--- src/hdl/akpc_pkg.sv ---
// ----------------------------------------------------------------------------
// akpc_pkg
// Types and constants shared by the analog keypad press counter modules.
// ----------------------------------------------------------------------------
package akpc_pkg;

  localparam int SAMPLE_W       = 10;
  localparam int TIME_W         = 32;
  localparam int MS_W           = 16;
  localparam int COUNT_W        = 16;
  localparam int OUT_KEYS       = 5;
  localparam int NUM_LEVEL_REGS = 5;
  localparam int CFG_IDX_W      = 3;
  localparam int CFG_DATA_W     = 16;

  typedef enum logic [CFG_IDX_W-1:0] {
    REG_KEY0_LEVEL  = 3'd0,
    REG_KEY1_LEVEL  = 3'd1,
    REG_KEY2_LEVEL  = 3'd2,
    REG_KEY3_LEVEL  = 3'd3,
    REG_KEY4_LEVEL  = 3'd4,
    REG_MATCH_TOL   = 3'd5,
    REG_SHORT_MIN   = 3'd6,
    REG_LONG_PRESS  = 3'd7
  } cfg_reg_t;

  localparam logic [SAMPLE_W-1:0] LEVEL_RESET [NUM_LEVEL_REGS] =
    '{10'd683, 10'd768, 10'd819, 10'd513, 10'd0};
  localparam logic [SAMPLE_W-1:0] TOL_RESET        = 10'd5;
  localparam logic [MS_W-1:0]     SHORT_MIN_RESET  = 16'd10;
  localparam logic [MS_W-1:0]     LONG_PRESS_RESET = 16'd1000;

  typedef struct packed {
    logic [SAMPLE_W-1:0] sample;
    logic [TIME_W-1:0]   now_ms;
  } key_in_t;

  typedef struct packed {
    logic [OUT_KEYS-1:0]       held_mask;
    logic [OUT_KEYS-1:0]       short_mask;
    logic [OUT_KEYS-1:0]       long_mask;
    logic signed [COUNT_W-1:0] count0;
    logic signed [COUNT_W-1:0] count1;
    logic signed [COUNT_W-1:0] count2;
    logic signed [COUNT_W-1:0] count3;
    logic signed [COUNT_W-1:0] count4;
  } key_out_t;

  typedef struct packed {
    logic [NUM_LEVEL_REGS-1:0][SAMPLE_W-1:0] level;
    logic [SAMPLE_W-1:0]                     tol;
    logic [MS_W-1:0]                         short_min;
    logic [MS_W-1:0]                         long_ms;
  } akpc_cfg_t;

  typedef struct packed {
    logic               held;
    logic               short_hit;
    logic               long_hit;
    logic [COUNT_W-1:0] count;
  } lane_res_t;

endpackage

--- src/hdl/akpc_cfg_regs.sv ---
// ----------------------------------------------------------------------------
// akpc_cfg_regs
// Configuration register file: key levels, match tolerance and time limits.
// ----------------------------------------------------------------------------
module akpc_cfg_regs
  import akpc_pkg::*;
(
  input  logic                  clk,
  input  logic                  rst,
  input  logic                  cfg_we,
  input  logic [CFG_IDX_W-1:0]  cfg_index,
  input  logic [CFG_DATA_W-1:0] cfg_data,
  output akpc_cfg_t             cfg
);

  always_ff @(posedge clk) begin
    if (rst) begin
      for (int i = 0; i < NUM_LEVEL_REGS; i++) begin
        cfg.level[i] <= LEVEL_RESET[i];
      end
      cfg.tol       <= TOL_RESET;
      cfg.short_min <= SHORT_MIN_RESET;
      cfg.long_ms   <= LONG_PRESS_RESET;
    end else if (cfg_we) begin
      case (cfg_reg_t'(cfg_index))
        REG_KEY0_LEVEL: cfg.level[0] <= cfg_data[SAMPLE_W-1:0];
        REG_KEY1_LEVEL: cfg.level[1] <= cfg_data[SAMPLE_W-1:0];
        REG_KEY2_LEVEL: cfg.level[2] <= cfg_data[SAMPLE_W-1:0];
        REG_KEY3_LEVEL: cfg.level[3] <= cfg_data[SAMPLE_W-1:0];
        REG_KEY4_LEVEL: cfg.level[4] <= cfg_data[SAMPLE_W-1:0];
        REG_MATCH_TOL:  cfg.tol       <= cfg_data[SAMPLE_W-1:0];
        REG_SHORT_MIN:  cfg.short_min <= cfg_data[MS_W-1:0];
        REG_LONG_PRESS: cfg.long_ms   <= cfg_data[MS_W-1:0];
        default: ;
      endcase
    end
  end

endmodule

--- src/hdl/akpc_key_lane.sv ---
// ----------------------------------------------------------------------------
// akpc_key_lane
// Per-key match, press timing and press count for one keypad key.
// ----------------------------------------------------------------------------
module akpc_key_lane
  import akpc_pkg::*;
(
  input  logic                clk,
  input  logic                rst,
  input  logic                advance,
  input  logic [SAMPLE_W-1:0] sample,
  input  logic [TIME_W-1:0]   now_ms,
  input  logic [SAMPLE_W-1:0] level,
  input  logic [SAMPLE_W-1:0] tol,
  input  logic [MS_W-1:0]     short_min,
  input  logic [MS_W-1:0]     long_ms,
  output lane_res_t           res
);

  logic               held;
  logic               armed;
  logic [TIME_W-1:0]  start;
  logic [COUNT_W-1:0] count;

  logic [SAMPLE_W-1:0] delta;
  logic                match;
  logic                fresh;
  logic                armed_eff;
  logic                armed_next;
  logic [TIME_W-1:0]   start_next;
  logic [TIME_W-1:0]   elapsed;
  logic                short_hit;
  logic                long_hit;
  logic [COUNT_W-1:0]  count_next;

  always_comb begin
    delta      = (sample >= level) ? (sample - level) : (level - sample);
    match      = delta < tol;
    fresh      = match && !held;
    start_next = fresh ? now_ms : start;
    armed_eff  = fresh || armed;
    elapsed    = now_ms - start_next;
    short_hit  = armed_eff && held && !match &&
                 (elapsed > {{(TIME_W-MS_W){1'b0}}, short_min}) &&
                 (elapsed < {{(TIME_W-MS_W){1'b0}}, long_ms});
    long_hit   = armed_eff && held && match &&
                 (elapsed > {{(TIME_W-MS_W){1'b0}}, long_ms});
    armed_next = armed_eff && !long_hit;
    count_next = count;
    if (short_hit) begin
      count_next = count + 16'd1;
    end else if (long_hit) begin
      count_next = count - 16'd1;
    end
  end

  assign res.held      = match;
  assign res.short_hit = short_hit;
  assign res.long_hit  = long_hit;
  assign res.count     = count_next;

  // Commit the step only when the beat moves into the result register.
  always_ff @(posedge clk) begin
    if (rst) begin
      held  <= 1'b0;
      armed <= 1'b0;
      start <= '0;
      count <= '0;
    end else if (advance) begin
      held  <= match;
      armed <= armed_next;
      start <= start_next;
      count <= count_next;
    end
  end

endmodule

--- src/hdl/analog_keypad_press_counter.sv ---
// ----------------------------------------------------------------------------
// analog_keypad_press_counter
// Resistor-ladder keypad decoder that counts short and long key presses.
// ----------------------------------------------------------------------------
// Each input beat carries one ADC sample of the keypad ladder and a free
// running millisecond timestamp. Key k is held while the sample lies strictly
// within match_tolerance of its level. Releasing an armed key after more than
// short_min_ms and less than long_press_ms adds one to its signed 16-bit count;
// holding it past long_press_ms subtracts one once and disarms it. Every input
// beat yields exactly one result beat with the held, short and long masks and
// all five counts after the step. The block takes one beat per cycle while the
// result side does not stall: a beat sits in the input register while the
// per-key lanes compare and update, then lands in the result register, from
// which the result is taken. A stall on the result side holds the result
// register and then the input register; the input accepts again as soon as
// the input register is free. Write configuration only while idle.
// ----------------------------------------------------------------------------
module analog_keypad_press_counter
  import akpc_pkg::*;
#(
  parameter int NUM_KEYS = 5
)(
  input  logic                  clk,
  input  logic                  rst,
  input  logic                  in_valid,
  output logic                  in_stall,
  input  key_in_t               in_beat,
  output logic                  out_valid,
  input  logic                  out_stall,
  output key_out_t              out_beat,
  input  logic                  cfg_we,
  input  logic [CFG_IDX_W-1:0]  cfg_index,
  input  logic [CFG_DATA_W-1:0] cfg_data
);

  // Keys beyond the visible five never show up on the result, so build no lane.
  localparam int LANES = (NUM_KEYS < OUT_KEYS) ? NUM_KEYS : OUT_KEYS;

  akpc_cfg_t cfg;

  logic    s1_valid;
  key_in_t s1_beat;
  logic    advance;
  logic    take;

  lane_res_t [OUT_KEYS-1:0] lane_res;
  key_out_t                 result;

  akpc_cfg_regs u_cfg (
    .clk       (clk),
    .rst       (rst),
    .cfg_we    (cfg_we),
    .cfg_index (cfg_index),
    .cfg_data  (cfg_data),
    .cfg       (cfg)
  );

  // Advance the input-register beat whenever the result register is free
  // or being emptied this cycle.
  assign advance  = s1_valid && (!out_valid || !out_stall);
  assign in_stall = s1_valid && out_valid && out_stall;
  assign take     = in_valid && !in_stall;

  genvar k;
  generate
    for (k = 0; k < OUT_KEYS; k++) begin : g_lane
      if (k < LANES) begin : g_on
        akpc_key_lane u_lane (
          .clk       (clk),
          .rst       (rst),
          .advance   (advance),
          .sample    (s1_beat.sample),
          .now_ms    (s1_beat.now_ms),
          .level     (cfg.level[k]),
          .tol       (cfg.tol),
          .short_min (cfg.short_min),
          .long_ms   (cfg.long_ms),
          .res       (lane_res[k])
        );
      end else begin : g_off
        // Unbuilt keys report nothing held and a zero count.
        assign lane_res[k] = '0;
      end
    end
  endgenerate

  // Gather the lane results into one result beat.
  always_comb begin
    for (int i = 0; i < OUT_KEYS; i++) begin
      result.held_mask[i]  = lane_res[i].held;
      result.short_mask[i] = lane_res[i].short_hit;
      result.long_mask[i]  = lane_res[i].long_hit;
    end
    result.count0 = signed'(lane_res[0].count);
    result.count1 = signed'(lane_res[1].count);
    result.count2 = signed'(lane_res[2].count);
    result.count3 = signed'(lane_res[3].count);
    result.count4 = signed'(lane_res[4].count);
  end

  // Pipeline control: input register then result register.
  always_ff @(posedge clk) begin
    if (rst) begin
      s1_valid  <= 1'b0;
      out_valid <= 1'b0;
    end else begin
      if (take) begin
        s1_valid <= 1'b1;
      end else if (advance) begin
        s1_valid <= 1'b0;
      end
      if (advance) begin
        out_valid <= 1'b1;
      end else if (!out_stall) begin
        out_valid <= 1'b0;
      end
    end
  end

  // Payload registers: hold unless a new beat arrives.
  always_ff @(posedge clk) begin
    if (take) begin
      s1_beat <= in_beat;
    end
    if (advance) begin
      out_beat <= result;
    end
  end

  // A key cannot finish a short press and a long press on the same beat.
  a_short_long_excl: assert property (@(posedge clk) disable iff (rst)
    out_valid |-> ((out_beat.short_mask & out_beat.long_mask) == '0))
    else $error("short and long press on the same key");

  // A short press is counted on release, so the key is no longer held.
  a_short_released: assert property (@(posedge clk) disable iff (rst)
    out_valid |-> ((out_beat.short_mask & out_beat.held_mask) == '0))
    else $error("short press reported on a held key");

  // Input backs up only when both stages are full and the output stalls.
  a_stall_cause: assert property (@(posedge clk) disable iff (rst)
    in_stall |-> (s1_valid && out_valid && out_stall))
    else $error("input stalled without a full pipeline");

  // A taken result with nothing behind it leaves the output empty.
  a_drain: assert property (@(posedge clk) disable iff (rst)
    (out_valid && !out_stall && !s1_valid) |=> !out_valid)
    else $error("result repeated after drain");

  // Nothing comes out right after reset.
  a_reset_empty: assert property (@(posedge clk) disable iff (rst)
    $past(rst) |-> !out_valid)
    else $error("result valid right after reset");

endmodule
--- config.mk ---
export PLATFORM = sky130hd
export DESIGN_NAME = analog_keypad_press_counter
export DESIGN_NICKNAME = d
export VERILOG_FILES = /design/src/hdl/akpc_pkg.sv /design/src/hdl/akpc_cfg_regs.sv /design/src/hdl/akpc_key_lane.sv /design/src/hdl/analog_keypad_press_counter.sv
export SDC_FILE = /design/constraint.sdc
export NUM_CORES = 2
export LEC_CHECK = 0
export BUFFER_PORTS_ARGS = -buffer_cell sky130_fd_sc_hd__buf_4
export CAP_MARGIN = 20
export CORE_UTILIZATION = 35
export DETAILED_ROUTE_END_ITERATION = 10
export GPL_TIMING_DRIVEN = 0
export MAX_ROUTING_LAYER = met4
export PLACE_DENSITY = 0.52
export SLEW_MARGIN = 20
export SYNTH_ARGS = -nofsm -noshare
export SYNTH_HDL_FRONTEND = slang
export SYNTH_HIERARCHICAL = 1
export SYNTH_SLANG_ARGS = --single-unit
--- constraint.sdc ---
create_clock -name clk -period 35.8 [get_ports clk]
set_input_delay 7.16 -clock clk [delete_from_list [all_inputs] [get_ports clk]]
set_output_delay 7.16 -clock clk [all_outputs]
set_load 0.01 [all_outputs]
==> results.cfg <==
[yosys]
synth-seq-cells = 481
post_synth.cell_area_avg_um2 = 7.94
synthTopCellsByArea = dfxtp_1, ha_1, edfxtp_1
async_reset_ff_share_pct = 0
yosysWarnings = 6
yosysMostFrequentCell = nand2_1
ys_seq_area_share_pct = 24.7
synth_top_cell_area_share_pct = 15.5
ys.flop_type = dfxtp_1
yosysUniqueCellTypes = 122
syn-cell-area_um2 = 44600
yosysTopAreaCell = dfxtp_1
yosys-top-cells-count = nand2_1, a21oi_1, ha_1
synth_edf_count = 137
synth_cells = 5614
syn-num-nets = 6145

[power]
p_leak_uw = 0.0209
switching_power_uw = 1000
comb_power_share_pct = 45.9
switching_share_pct = 40.6
p_int_uw = 1470
pwr_density_cell_nw_per_um2 = 48.7
pwr-share-clk_pct = 29.1
seqPwrFrac_pct = 25.0
ir_drop_uv = 36.2

[timing]
maxSlewViolCount = 0
grt_setup_unrepaired = no
min_period_ps = 14790
worst_pin_slew_ps = 1190
timing.final.crit_share_pct = 41.3
finalHoldViolCount = 0
timing.fmax_mhz = 67.6
setup_tns_ps = 0
clock_skew_ps = 28.3
setup_viol = 0
slew_headroom_pct = 20.5

[die]
rows = 130
die_w_um = 359
die_area_um2 = 129000
io_pins = 163
core_um2 = 126000
die_h_um = 359
start_util_pct = 35.4

[detailed_routing]
routedWlPerCell_um = 20.3
antenna_left = 0
wirelength_um = 154000
drt_iter0_drc = 2996
vias_per_cell = 5.51
remaining_drc_errors = 0
firstDrtPassIters = 6
vias = 41800

[worst_setup_path]
crit_top_cell = buf_4
critPathSlowestCell = buf_4
startpoint_type = input port
critical_path_required_ps = 28640
critPathMaxStageDelay_ps = 140
critPathLaunch = out_stall
path_depth = 4
end_kind = primary output
ff2ff_setup_slack_ps = 21610
crit_end = in_stall
worstSetupPathType = in -> out
rr_startpoint = s1_beat[32]
cp_top_family = buffers and inverters
crit_fanout = 3
cp.arrival_ps = 7630
path_cells = buf_4 -> nand3_2 -> inv_1 -> buf_4
critPathBufInv = 3
r2r_end = out_beat[79]
reg2reg_depth = 40

[cts]
cts.path.max_buffers = 3
cts_tree = done
clockRootBuffer = clkbuf_16
path_clk_slew_ps = 60
clk_latency_ps = 670
postCtsHoldBufs = 0
cts-buffers-inserted = 66
post_cts_buffers = 0
cts_max_level = 3
cts_sinks = 481
cts_resized = 0

[grt]
antenna_found_initial = 1
grt_usage_pct = 23.9
grt_max_degree = 32
grt_pass1_wl_um = 235000
grt-ovfl-total = 0
grt_pass1_vias = 39700

[layout]
fillerInstances = 13100
final_nets = 6404
num_antenna_cells = 0
area_delta_synth_final_pct = 14.1
layout-drive-gt1-share_pct = 8.85
final_util_pct = 40.4
regArea_um2 = 11000
multi_input_area_um2 = 30700

[hold_path]
hp-class = reg -> reg

[outcome]
status = finished clean

[placed_design]
io_buffers = 162
gp_congestion = 0.939
hpwlAfterDp_um = 118000

[run]
drv_cap = 0
==> layer usage <==
metal,vias up,wire length [um],GRT usage (%)
li1,20700,-,-
met1,19800,72300,31.3
met2,978,70500,38.4
met3,189,5970,2.50
met4,0,4890,7.51
met5,-,0,-
==> logic make-up (layout without fill, tap and decap cells) <==
family	after synthesis	after routing	share of synthesized area, %
adder cells (fa/ha/maj)	465	465	13.3
AO/OA/AOI/OAI	1426	1426	21.3
buffers and inverters	730	1040	6.60
XOR/XNOR	227	227	4.48
multiplexers	326	326	7.45
flip-flops	481	481	24.7
AND/OR/NAND/NOR	1959	1959	22.2
==> tightest hold or removal path, delay by kind of cell (launching register included) <==
kind / cells / cell delay (ps)
AOI/OAI and AO/OA: 1 / 50
DFF: 1 / 310
and+or+nand+nor: 1 / 50
==> sequential cells by signal, indices dropped and copies added, names as in the netlist <==
register                  cells
u_cfg/cfg                    92
s1_valid                      1
g_lane.g_on.u_lane/start    160
out_valid                     1
g_lane.g_on.u_lane/count     80
g_lane.g_on.u_lane/held       5
g_lane.g_on.u_lane/armed      5
s1_beat                      42
out_beat                     95
==> cell usage in the layout, fill, tap and decap left out, types with 21 or more instances in the layout <==
cell         n
nand4_1    127
nor4_1      22
o211ai_1    43
and3_1      65
o21ai_0    204
nand2_1    632
clkbuf_16   71
a211oi_1    48
o21bai_1    34
and2_1      32
nor2b_1     90
xnor2_1    148
a21oi_1    478
o21a_1      81
nand2b_1   153
clkbuf_1   221
buf_4      181
nor3b_1     23
a21o_1     117
a31oi_1     56
dfxtp_1    344
o221ai_1    21
buf_2       48
mux2i_1    282
mux2_2      38
nor3_1      82
xor2_1      78
nor2_1     407
or3_1       49
inv_1      426
edfxtp_1   137
o22ai_1     40
ha_1       450
nand3_1    123
==> area by class of cell <==
| cell class | count | share of cell area (%) |
|---|---|---|
| Multi-Input combinational cell | 4403 | 60.4 |
| Clock inverter | 36 | 0.908 |
| Buffer | 299 | 2.59 |
| Tap cell | 1650 | 4.06 |
| Inverter | 431 | 3.20 |
| Clock buffer | 83 | 3.70 |
| Sequential cell | 481 | 21.6 |
| Timing Repair Buffer | 191 | 3.49 |
==> power by group through the flow <==
stage	registers (uW)	logic (uW)	clock network [uW]
floorplan	616	808	0
global placement	637	1090	0
detailed placement	630	1120	0
CTS	619	1120	742
global route	620	1260	759
finish	618	1140	720
==> metrics by stage <==
stage                     power, uW  setup WS (ps)  instance area (um^2)  hold slack, ps  std cells
after global placement         1730           8910                 47800             441       7426
final                          2470          21010                 50800             453       7574
after global routing           2640          20870                 50800             466       7574
after CTS                      2480          21010                 50800             453       7572
after detailed placement       1750          21010                 48400             446       7453
after floorplan                1420          18460                 44600             436       5614
==> how the worst min path moves through the flow <==
stage / start / end / slack [ps] / cells past startpoint
detailed placement: g_lane[3].g_on.u_lane/start[29] / g_lane[3].g_on.u_lane/start[29] / 450 / 2
finish: g_lane[0].g_on.u_lane/start[28] / g_lane[0].g_on.u_lane/start[28] / 450 / 2
global placement: g_lane[2].g_on.u_lane/start[29] / g_lane[2].g_on.u_lane/start[29] / 440 / 2
CTS: g_lane[3].g_on.u_lane/start[29] / g_lane[3].g_on.u_lane/start[29] / 450 / 2
global route: g_lane[2].g_on.u_lane/start[2] / g_lane[2].g_on.u_lane/start[2] / 470 / 2
floorplan: g_lane[0].g_on.u_lane/start[12] / g_lane[0].g_on.u_lane/start[12] / 440 / 2
No activity file was read; power rests on OpenSTA's default activity.
